File: config.mk
export PLATFORM = sky130hd
export DESIGN_NAME = duty_cycle_capture_meter_unit
export DESIGN_NICKNAME = d
export VERILOG_FILES = /design/src/dccm_pkg.sv /design/src/dccm_sub_unit.sv /design/src/duty_cycle_capture_meter_unit.sv
export SDC_FILE = /design/constraint.sdc
export NUM_CORES = 1
export LEC_CHECK = 0
export BUFFER_PORTS_ARGS = -buffer_cell sky130_fd_sc_hd__buf_2
export CAP_MARGIN = 25
export CORE_MARGIN = 10
export CORE_UTILIZATION = 50
export CTS_BUF_LIST = sky130_fd_sc_hd__clkbuf_4 sky130_fd_sc_hd__clkbuf_8 sky130_fd_sc_hd__clkbuf_16
export DETAILED_ROUTE_END_ITERATION = 10
export GPL_TIMING_DRIVEN = 0
export PLACE_DENSITY = 0.67
export SLEW_MARGIN = 10
export SYNTH_ARGS = -nofsm -noshare
export SYNTH_HDL_FRONTEND = slang
export SYNTH_HIERARCHICAL = 1
export SYNTH_SLANG_ARGS = --single-unit
File: constraint.sdc
create_clock -name clk -period 5.7 [get_ports clk]
set_input_delay 1.425 -clock clk [delete_from_list [all_inputs] [get_ports clk]]
set_output_delay 1.425 -clock clk [all_outputs]
set_load 0.02 [all_outputs]
File: src/dccm_pkg.sv
// package for the duty cycle capture meter
// holds the transfer structs, field widths and shared constants; no dependencies
package dccm_pkg;

  localparam int TIMER_BITS_DEFAULT = 16;
  localparam int TIME_FIELD_BITS    = 16;
  localparam int PCT_BITS           = 7;
  localparam int CNT_BITS           = $clog2(PCT_BITS);

  localparam logic [PCT_BITS-1:0] PCT_SCALE = 7'd100;
  localparam logic [PCT_BITS-1:0] PCT_ZERO  = 7'd0;

  typedef struct packed {
    logic                       rising_edge;
    logic [TIME_FIELD_BITS-1:0] capture_time;
  } capture_t;

  typedef struct packed {
    logic [PCT_BITS-1:0]        percent_high;
    logic [TIME_FIELD_BITS-1:0] period_ticks;
    logic [TIME_FIELD_BITS-1:0] high_ticks;
    logic [TIME_FIELD_BITS-1:0] events_seen;
    logic                       zero_period;
  } result_t;

endpackage

File: src/dccm_sub_unit.sv
// shared subtract and compare unit of the duty cycle capture meter
// no package dependencies; width set by the instantiating module
module dccm_sub_unit #(
  parameter int WIDTH = 17
) (
  input  logic [WIDTH-1:0] a,
  input  logic [WIDTH-1:0] b,
  output logic [WIDTH-1:0] diff,
  output logic             borrow
);

  logic [WIDTH:0] full;

  assign full   = {1'b0, a} - {1'b0, b};
  assign diff   = full[WIDTH-1:0];
  assign borrow = full[WIDTH];

endmodule

File: src/duty_cycle_capture_meter_unit.sv
// duty cycle capture meter, top level
// depends on dccm_pkg and dccm_sub_unit
// rising edges and opening falls are accepted back to back.
// a closing fall runs two subtracts, a compare and, unless the period is zero or
// the high time saturates, 7 restoring divide steps, all on the one shared subtractor,
// with a shift-add multiply by 100 before the divide; capture is stalled meanwhile.
// synchronous reset clears the control state and edge times; the result holds while stalled.
module duty_cycle_capture_meter_unit #(
  parameter int TIMER_BITS = dccm_pkg::TIMER_BITS_DEFAULT
) (
  input  logic               clk,
  input  logic               rst,
  input  logic               capture_valid,
  output logic               capture_stall,
  input  dccm_pkg::capture_t capture,
  output logic               result_valid,
  input  logic               result_stall,
  output dccm_pkg::result_t  result
);

  localparam int W  = TIMER_BITS;
  localparam int PB = dccm_pkg::PCT_BITS;
  localparam int NW = W + PB;
  localparam int FB = dccm_pkg::TIME_FIELD_BITS;

  typedef enum logic [6:0] {
    ST_IDLE = 7'b0000001,
    ST_PER  = 7'b0000010,
    ST_HIGH = 7'b0000100,
    ST_CMP  = 7'b0001000,
    ST_MUL  = 7'b0010000,
    ST_DIV  = 7'b0100000,
    ST_DONE = 7'b1000000
  } state_t;

  state_t                        state;
  logic [W-1:0]                  first_fall_time;
  logic                          first_fall_valid;
  logic [W-1:0]                  rise_time;
  logic [W-1:0]                  fall_time;
  logic [W-1:0]                  period;
  logic [W-1:0]                  high;
  logic [W-1:0]                  rem;
  logic [PB-1:0]                 num_low;
  logic [PB-1:0]                 pct;
  logic [PB-1:0]                 last_percent;
  logic [dccm_pkg::CNT_BITS-1:0] cnt;
  logic                          zero;
  logic [FB-1:0]                 event_count;

  logic         accept;
  logic [W-1:0] t_in;
  logic [W:0]   sub_a;
  logic [W:0]   sub_b;
  logic [W:0]   sub_diff;
  logic         sub_borrow;
  logic [W:0]   trial;
  logic [NW-1:0] prod;
  logic [NW-1:0] high_ext;
  logic         emit;
  logic         out_free;
  logic         load;

  assign capture_stall = (state != ST_IDLE);
  assign accept        = capture_valid && !capture_stall;
  assign t_in          = W'(capture.capture_time);
  assign trial         = {rem, num_low[PB-1]};
  assign high_ext      = NW'(high);
  assign prod          = (high_ext << 6) + (high_ext << 5) + (high_ext << 2);
  assign emit          = zero || (pct != last_percent);
  assign out_free      = !result_valid || !result_stall;
  assign load          = (state == ST_DONE) && emit && out_free;

  always_comb begin
    sub_a = '0;
    sub_b = '0;
    unique case (state)
      ST_PER: begin
        sub_a = {1'b0, fall_time};
        sub_b = {1'b0, first_fall_time};
      end
      ST_HIGH: begin
        sub_a = {1'b0, fall_time};
        sub_b = {1'b0, rise_time};
      end
      ST_CMP: begin
        sub_a = {1'b0, high};
        sub_b = {1'b0, period};
      end
      ST_DIV: begin
        sub_a = trial;
        sub_b = {1'b0, period};
      end
      default: begin
        sub_a = '0;
        sub_b = '0;
      end
    endcase
  end

  dccm_sub_unit #(
    .WIDTH(W + 1)
  ) u_sub (
    .a     (sub_a),
    .b     (sub_b),
    .diff  (sub_diff),
    .borrow(sub_borrow)
  );

  always_ff @(posedge clk) begin
    if (rst) begin
      state            <= ST_IDLE;
      first_fall_time  <= '0;
      first_fall_valid <= 1'b0;
      rise_time        <= '0;
      last_percent     <= '0;
      event_count      <= '0;
      result_valid     <= 1'b0;
    end else begin
      if (result_valid && !result_stall && !load) begin
        result_valid <= 1'b0;
      end
      unique case (state)
        ST_IDLE: begin
          if (accept) begin
            event_count <= event_count + 1'b1;
            if (capture.rising_edge) begin
              rise_time <= t_in;
            end else if (!first_fall_valid) begin
              first_fall_time  <= t_in;
              first_fall_valid <= 1'b1;
            end else begin
              fall_time        <= t_in;
              first_fall_valid <= 1'b0;
              state            <= ST_PER;
            end
          end
        end
        ST_PER: begin
          period <= sub_diff[W-1:0];
          state  <= ST_HIGH;
        end
        ST_HIGH: begin
          high  <= sub_diff[W-1:0];
          state <= ST_CMP;
        end
        ST_CMP: begin
          if (period == '0) begin
            pct   <= dccm_pkg::PCT_ZERO;
            zero  <= 1'b1;
            state <= ST_DONE;
          end else if (!sub_borrow) begin
            pct   <= dccm_pkg::PCT_SCALE;
            zero  <= 1'b0;
            state <= ST_DONE;
          end else begin
            zero  <= 1'b0;
            state <= ST_MUL;
          end
        end
        ST_MUL: begin
          rem     <= prod[NW-1:PB];
          num_low <= prod[PB-1:0];
          pct     <= dccm_pkg::PCT_ZERO;
          cnt     <= '0;
          state   <= ST_DIV;
        end
        ST_DIV: begin
          if (!sub_borrow) begin
            rem <= sub_diff[W-1:0];
          end else begin
            rem <= trial[W-1:0];
          end
          pct     <= {pct[PB-2:0], !sub_borrow};
          num_low <= {num_low[PB-2:0], 1'b0};
          cnt     <= cnt + 1'b1;
          if (cnt == dccm_pkg::CNT_BITS'(PB - 1)) begin
            state <= ST_DONE;
          end
        end
        ST_DONE: begin
          if (!emit) begin
            state <= ST_IDLE;
          end else if (out_free) begin
            result_valid        <= 1'b1;
            result.percent_high <= pct;
            result.period_ticks <= FB'(period);
            result.high_ticks   <= FB'(high);
            result.events_seen  <= event_count;
            result.zero_period  <= zero;
            last_percent        <= pct;
            state               <= ST_IDLE;
          end
        end
        default: begin
          state <= ST_IDLE;
        end
      endcase
    end
  end

  a_pct_range: assert property (@(posedge clk) disable iff (rst)
    result_valid |-> (result.percent_high <= dccm_pkg::PCT_SCALE))
    else $error("percent above full scale");

  a_zero_pct: assert property (@(posedge clk) disable iff (rst)
    (result_valid && result.zero_period) |-> (result.percent_high == dccm_pkg::PCT_ZERO))
    else $error("zero period with nonzero percent");

  a_div_rem: assert property (@(posedge clk) disable iff (rst)
    (state == ST_DIV) |-> (rem < period))
    else $error("divider remainder not below period");

  a_load_done: assert property (@(posedge clk) disable iff (rst)
    $rose(result_valid) |-> $past(state == ST_DONE))
    else $error("result loaded outside the done step");

endmodule

==> flow_summary.ini, run 1 <==
[route]
drcViolationCount = 0
via_per_inst = 5.70
detail_route.wl_per_cell_um = 18.9
vias = 6981
drt_iter0_drc = 724
wl_mm = 23.2
drt-pass1-iter-count = 8
ant_nets = 0

[layout]
antenna_cells = 0
drive_gt1_frac = 0.167
fin_nets = 1027
fill_cells = 1626
final_core_util = 0.589
areaGrowthSynthToFinish_pct = 15.0
layout.cells.non_filler = 1225

[yosys]
synth.avg_cell_area_um2 = 11.4
syn_inst = 848
syn-cell-area_um2 = 9680
synth_fp_nets = 923
yosys_warnings = 6

[global_routing]
overflow = 0
gr-usage-all-layers = 0.181
grt_antenna_before_repair = 0
grt_pass1_vias = 6709
grt_pass1_wl_mm = 36.7
grt_max_degree = 30

[timing]
finalSetupViolations = 0
finalCriticalPeriod_ns = 5.35
finalSetupTns_ns = 0
slew_violations = 0
layout_setup_ws_ns = 0.345
relSlewSlack = 0.432
fmax_ghz = 0.187
worstMarginPinSlew_ns = 0.848
period_share = 0.939
skew_ns = 0.0112
finalHoldViolCount = 0

[critical_path]
critPathBufInv = 5
crit_fanout = 10
crit_type = reg2reg
arrival_ns = 5.53
crit_family = compound AO/OA/AOI/OAI gates
crit_path_cell_trace = nor4_1, nor2b_4, nand2_2, nand2_2, buf_2, a222oi_1, inv_1, inv_1, ha_1, a21o_1, a31oi_1, a21oi_1, o31a_1, a221o_1, a21oi_2, buf_2, buf_2, mux2i_1, o21ai_0
cp.required_ns = 5.88
r2r_start = state[1]
r2r_cells = 19
critPathSlowestCell = nor4_1
ff2ff_setup_slack_ns = 0.35
slowest_delay_ns = 0.42
reg2reg_to = rem[1]
crit_top_cell = buf_2
start_kind = flip-flop
end_kind = flip-flop

[place]
routabilityCongestion = 0.841
dpl.cell_count = 1191
io_buffers = 78
dp_slack_ns = -0.606
dpl.hpwl_mm = 17.4

[clock_network]
cts.sinks = 200
cts_tree = yes
cts-htree-levels = 4
cts_hold_buf = 0
cts_max_path_buffers = 2
numCtsBuffers = 17
clk_pin_slew_ns = 0.07
cts_root_buf = clkbuf_16
insertion_delay_ns = 0.45

[min_path]
holdCritPathClass = reg2reg
min_to = result[16]
worstHoldPathCells = 0
hp-start = event_count[15]

[job]
cap_violations = 0

[floorplan]
rows = 50
fp.dieW_um = 159
initial_core_util = 0.512
core_um2 = 18900
dieArea_um2 = 25300
dieHeight_um = 159
ios = 79

[pwr]
p_total_mw = 3.15
ir_drop_uv = 220
p_leak_nw = 4.47
power_density_nw_per_um2 = 283

[status]
status = finished, final reports clean
[worst register-to-register path: cells and delay by family (launching register included)]
| kind | cells | cell delay [ns] |
|---|---|---|
| buf+inv | 5 | 1.03 |
| simple gates | 4 | 1.20 |
| flops | 1 | 0.38 |
| compound gates | 8 | 1.91 |
| fa+ha+maj | 1 | 0.34 |
| mux | 1 | 0.24 |
[area by class of cell]
| type | count | area, µm² | area share |
|---|---|---|---|
| flip-flops and latches | 200 | 5370 | 0.482 |
| plain buffers | 34 | 165 | 0.0148 |
| clock inverters | 12 | 156 | 0.0141 |
| well taps | 260 | 325 | 0.0292 |
| repair buffers | 86 | 468 | 0.0420 |
| clock buffers | 20 | 454 | 0.0408 |
| multi-input cells | 540 | 3920 | 0.352 |
| inverters | 73 | 274 | 0.0246 |
[power by group]
group / total (mW) / switching (mW) / internal [mW]
Clock: 1.26 / 0.571 / 0.685
Sequential: 1.60 / 0.0256 / 1.58
Combinational: 0.295 / 0.175 / 0.120
[per-stage QoR]
stage | cell area (µm²) | hold slack, ns
2_1_floorplan | 9680 | 0.417
3_3_place_gp | 10400 | 0.434
3_5_place_dp | 10500 | 0.428
4_1_cts | 11100 | 0.452
5_1_grt | 11100 | 0.466
6_report | 11100 | 0.457
[registers in the layout, summed over array words and instances, names as in the netlist, 5 cells and up]
signal,flops
result,56
rise_time,16
first_fall_time,16
fall_time,16
rem,16
state,7
high,16
last_percent,7
event_count,16
pct,7
num_low,5
period,16
[how the worst max path moves through the flow]
stage / end / start / depth (start not counted) / slack [ns]
3_5_place_dp: rem[9] / state[0] / 19 / -0.61
6_report: rem[1] / state[1] / 19 / 0.35
3_3_place_gp: rem[4] / state[0] / 19 / -0.54
2_1_floorplan: rem[3] / state[6] / 18 / 0.82
5_1_grt: rem[9] / state[1] / 19 / -0.01
4_1_cts: rem[9] / state[1] / 19 / 0.16
[cells in the final DEF, fill, tap and decap left out, types with 14 or more instances in the layout]
cell type	instances
mux2i_1	33
dfxtp_1	64
nand2_1	67
clkbuf_1	18
xnor2_1	20
edfxtp_1	136
a21oi_1	56
clkbuf_16	17
ha_1	40
buf_2	90
nor2_1	72
a222oi_1	32
inv_1	73
o21ai_0	34
fa_1	14
xor2_1	17
[repair_timing]
action                     CTS  global route
gates resized for setup      7             3
setup buffers                0             2
setup endpoints to repair   23            14
pin swaps                    0             2
[per-layer routing]
layer | GRT usage | routed length (µm) | up-vias
li1 | - | - | 3314
met2 | 0.293 | 11100 | 231
met3 | 0.0349 | 1230 | 43
met4 | 0.0733 | 707 | 0
met1 | 0.234 | 10200 | 3393
met5 | 0 | 0 | -
Note: power is estimated with default switching activity, not from simulation.
==> run 2, diff against run 1 <==
ABC_AREA = 1   (was unset)
==> run 2 against run 1 <==
- sequential share of layout area down 1.9 points
- maximum frequency rose by 29%
- register-to-register slack better by 1.2 ns
- routed wire length rose by 6.5%
- final area is 4.1% higher
- core utilization fell by 1.3 points
- clock skew rose by 0.0011 ns
- highest routed layer unchanged
- flip-flop and latch count unchanged
- setup slack gained 1.2 ns
==> flow_summary.ini, run 2 <==
[timing]
finalSetupViolations = 0
finalSetupTns_ns = 0
worstMarginPinSlew_ns = 0.871
rsz0062_at_grt = false
skew_ns = 0.0123
relSlewSlack = 0.419
fmax_ghz = 0.241
finalHoldViolCount = 0
finalCriticalPeriod_ns = 4.15
layout_setup_ws_ns = 1.55
fin_hold_ws_ns = 0.458
period_share = 0.727
slew_violations = 0

[critical_path]
crit_fanout = 10
start_kind = flip-flop
crit_path_cell_trace = inv_1, nand2_1, nor3_1, nand2_1, nand2_2, buf_2, nand2_1, o221ai_1, inv_1, ha_1, nand2_1, nor2_1, nand3_1, nand3_1, a21oi_1, clkbuf_1, nand3_1, nand2_1, nor2_1
end_kind = flip-flop
cp.required_ns = 5.77
slowest_delay_ns = 0.51
crit_top_cell = nand2_1
crit_type = reg2reg
critPathBufInv = 4
critPathSlowestCell = nor2_1
arrival_ns = 4.22
crit_family = simple AND/OR/NAND/NOR gates

[yosys]
syn-cell-area_um2 = 10200
synth_fp_nets = 1206
syn_inst = 1131
synth.avg_cell_area_um2 = 8.98
yosys_warnings = 6

[place]
routabilityCongestion = 0.874
dpl-instance-area_um2 = 11000
dp_slack_ns = 1.59
dpl.hpwl_mm = 19.0
io_buffers = 77

[route]
via_per_inst = 5.22
ant_nets = 0
wl_mm = 24.7
drt_iter0_drc = 579
detail_route.wl_per_cell_um = 16.3
vias = 7910
drcViolationCount = 0
drt-pass1-iter-count = 5

[pwr]
ir_drop_uv = 216
p_leak_nw = 4.81
power_density_nw_per_um2 = 313
p_total_mw = 3.63

[clock_network]
cts-htree-levels = 4
cts_root_buf = clkbuf_16
numCtsBuffers = 17
cts.sinks = 200
postCtsSetupBuffers = 0
clk_pin_slew_ns = 0.07
cts_hold_buf = 0
cts_tree = yes
insertion_delay_ns = 0.44
cts_max_path_buffers = 2
post_cts_resized = 0

[layout]
drive_gt1_frac = 0.137
final_common_cell = nand2_1
largest-register = result
largest_register_ffs = 56
fin_nets = 1306
areaGrowthSynthToFinish_pct = 14.1
layout_common_cells = 276 x nand2_1, 158 x inv_1, 136 x edfxtp_1
antenna_cells = 0
fill_cells = 1808
fin_area_um2 = 11600

[floorplan]
dieHeight_um = 163
initial_core_util = 0.505
dieArea_um2 = 26400
rows = 52
fp.dieW_um = 163
core_um2 = 20100
ios = 79

[global_routing]
grt_antenna_before_repair = 0
grt_pass1_wl_mm = 40.0
grt_max_degree = 27
gr-usage-all-layers = 0.190
overflow = 0
grt_pass1_vias = 7728

[job]
cap_violations = 0

[min_path]
holdCritPathClass = reg2reg

[status]
status = finished, final reports clean
## run 2: area by class of cell
cell class	instances	area [µm²]	area share
Tap cell	270	338	0.0291
Inverter	170	643	0.0555
Timing Repair Buffer	81	464	0.0400
Multi-Input combinational cell	732	4020	0.347
Clock inverter	15	185	0.0160
Sequential cell	200	5370	0.463
Clock buffer	17	425	0.0367
Buffer	29	148	0.0127
## run 2: metal layers
layer | part of all wire | wire length (µm) | vias to the layer above | GRT usage
met1 | 0.44 | 10800 | 3665 | 0.244
met4 | 0.031 | 756 | 0 | 0.0770
met2 | 0.47 | 11700 | 223 | 0.311
met5 | 0 | 0 | - | 0
li1 | - | - | 3976 | -
met3 | 0.058 | 1420 | 46 | 0.0364
## run 2: where the power goes
group | switching [mW] | total [mW] | internal [mW]
combinational | 0.507 | 0.718 | 0.210
sequential | 0.0357 | 1.69 | 1.66
clock | 0.586 | 1.22 | 0.630
## run 2: tightest hold or removal path, cell delays in order, from the launching register on
cell and delay [ns]:
dfxtp_1 0.30, inv_1 0.06, a21oi_1 0.06
## run 2: final timing paths
kind                                          from                 end  slack [ns]  cells after the start
worst max-delay path                      state[0]              pct[3]        1.55                     19
worst min-delay path            first_fall_time[4]  first_fall_time[4]        0.46                      2
worst max register to register            state[0]              pct[3]        1.55                     19
worst min register to register  first_fall_time[4]  first_fall_time[4]        0.46                      2
## run 2: per-stage QoR
step / utilization / cells
after global placement: 0.541 / 1478
final: 0.577 / 1514
after detailed placement: 0.546 / 1482
after global routing: 0.577 / 1514
after floorplan: - / 1131
after CTS: 0.577 / 1514
==> run 3, diff against run 2 <==
PLACE_DENSITY = 0.7   (was 0.67)
clock period = 3.6 ns   (was 5.7 ns; I/O delays follow)
==> run 3 against run 2 <==
- core utilization up 0.62 points
- critical path type unchanged
- critical path depth down 2
- largest power group unchanged
- final cell count up 0.40%
- highest routed layer unchanged
==> flow_summary.ini, run 3 (synthesized netlist as in run 2, its figures left out) <==
[timing]
finalSetupViolations = 0
fmax_ghz = 0.292
finalHoldViolCount = 0
slew_violations = 0
layout_setup_ws_ns = 0.171
fin_hold_ws_ns = 0.455
period_share = 0.953
relSlewSlack = 0.377
skew_ns = 0.0113
worstMarginPinSlew_ns = 0.933
finalCriticalPeriod_ns = 3.43

[layout]
fin_nets = 1312
areaGrowthSynthToFinish_pct = 15.3
drive_gt1_frac = 0.154
largest-register = result
antenna_cells = 0
layout_common_cells = 274 x nand2_1, 158 x inv_1, 136 x edfxtp_1
final_common_cell = nand2_1
largest_register_ffs = 56

[global_routing]
overflow = 0
grt_pass1_wl_mm = 39.7
grt_antenna_before_repair = 0
gr-usage-all-layers = 0.190
grt_max_degree = 28
grt_pass1_vias = 7712

[clock_network]
insertion_delay_ns = 0.45
cts.sinks = 200
cts_root_buf = clkbuf_16
cts_hold_buf = 0
cts-htree-levels = 4
clk_pin_slew_ns = 0.08
cts_tree = yes
cts_max_path_buffers = 2
numCtsBuffers = 17

[route]
drt_iter0_drc = 547
vias = 7920
drt-pass1-iter-count = 7
drcViolationCount = 0
via_per_inst = 5.21
detail_route.wl_per_cell_um = 16.3
wl_mm = 24.8
ant_nets = 0

[critical_path]
crit_fanout = 10
cp.required_ns = 3.73
start_kind = flip-flop
crit_type = reg2reg
arrival_ns = 3.56
end_kind = flip-flop

[pwr]
power_density_nw_per_um2 = 492
p_leak_nw = 4.86
ir_drop_uv = 376

[floorplan]
ios = 79
rows = 52
dieArea_um2 = 26400
initial_core_util = 0.505
dieHeight_um = 163
fp.dieW_um = 163
core_um2 = 20100

[place]
dpl.hpwl_mm = 18.9
routabilityCongestion = 0.891
dp_slack_ns = -0.479
io_buffers = 77

[status]
status = finished, final reports clean

[min_path]
holdCritPathClass = reg2reg

[job]
cap_violations = 0
-- run 3: cell types whose count changed in the layout (fill, tap and decap cells not counted), sizes merged --
cell	change
bufinv	-1
clkinvlp	+1
buf	+6
inv	+3
clkinv	-5
clkbuf	+2
-- run 3: per-stage QoR --
stage	cell area, µm²	power (mW)	cells	utilization	setup TNS, ns
6_report	11700	5.76	1520	0.583	0
5_1_grt	11700	6.03	1520	0.583	-0.334
4_1_cts	11600	5.73	1514	0.577	0
3_5_place_dp	11000	3.85	1482	0.546	-6.68
3_3_place_gp	10900	3.82	1478	0.541	-34.59
2_1_floorplan	10200	3.52	1131	-	0
-- run 3: area by class of cell --
cell class / instances / area (µm²)
clock inverters: 13 / 128
repair buffers: 87 / 505
multi-input cells: 732 / 4110
inverters: 170 / 643
well taps: 270 / 338
clock buffers: 19 / 458
flip-flops and latches: 200 / 5370
fillers: 1778 / 8390
plain buffers: 29 / 171
-- run 3: routing by layer --
metal / share of wire / up-vias / wire length, µm / track usage
met5: 0 / - / 0 / 0
met4: 0.026 / 0 / 646 / 0.0721
met1: 0.44 / 3683 / 11000 / 0.243
met3: 0.055 / 43 / 1360 / 0.0412
met2: 0.48 / 218 / 11800 / 0.309
li1: - / 3976 / - / -
-- run 3: worst paths after layout --
path | cells past startpoint | from | to | slack (ns)
setup / recovery | 17 | state[0] | pct[4] | 0.17
setup reg to reg | 17 | state[0] | pct[4] | 0.17
hold reg to reg | 2 | rise_time[7] | rise_time[7] | 0.46
hold / removal | 2 | rise_time[7] | rise_time[7] | 0.46
-- run 3: report_power, final --
part | switching, mW | total, mW | internal [mW]
clock network | 0.933 | 1.90 | 0.967
logic | 0.820 | 1.18 | 0.358
registers | 0.0583 | 2.68 | 2.62
-- run 3: critical path, cell delays in order, from the launching register on --
cell and delay [ns]:
dfxtp_1 0.30, inv_1 0.13, nand2_1 0.14, nor3_2 0.19, nand2_2 0.14, clkbuf_4 0.24
o221ai_1 0.22, inv_1 0.11, ha_1 0.38, nand2_2 0.10, nor2_1 0.14, nand3_1 0.13
nand3_2 0.13, a21oi_4 0.08, buf_4 0.20, nand3_1 0.13, nand2_1 0.10, nor2_4 0.23
-- run 3: what timing repair did --
action | 4_1_cts | 5_1_grt
pin swaps | 0 | 4
cloned | 0 | 0
buffers inserted | 0 | 6
gates resized for setup | 11 | 26
setup endpoints to repair | 25 | 25
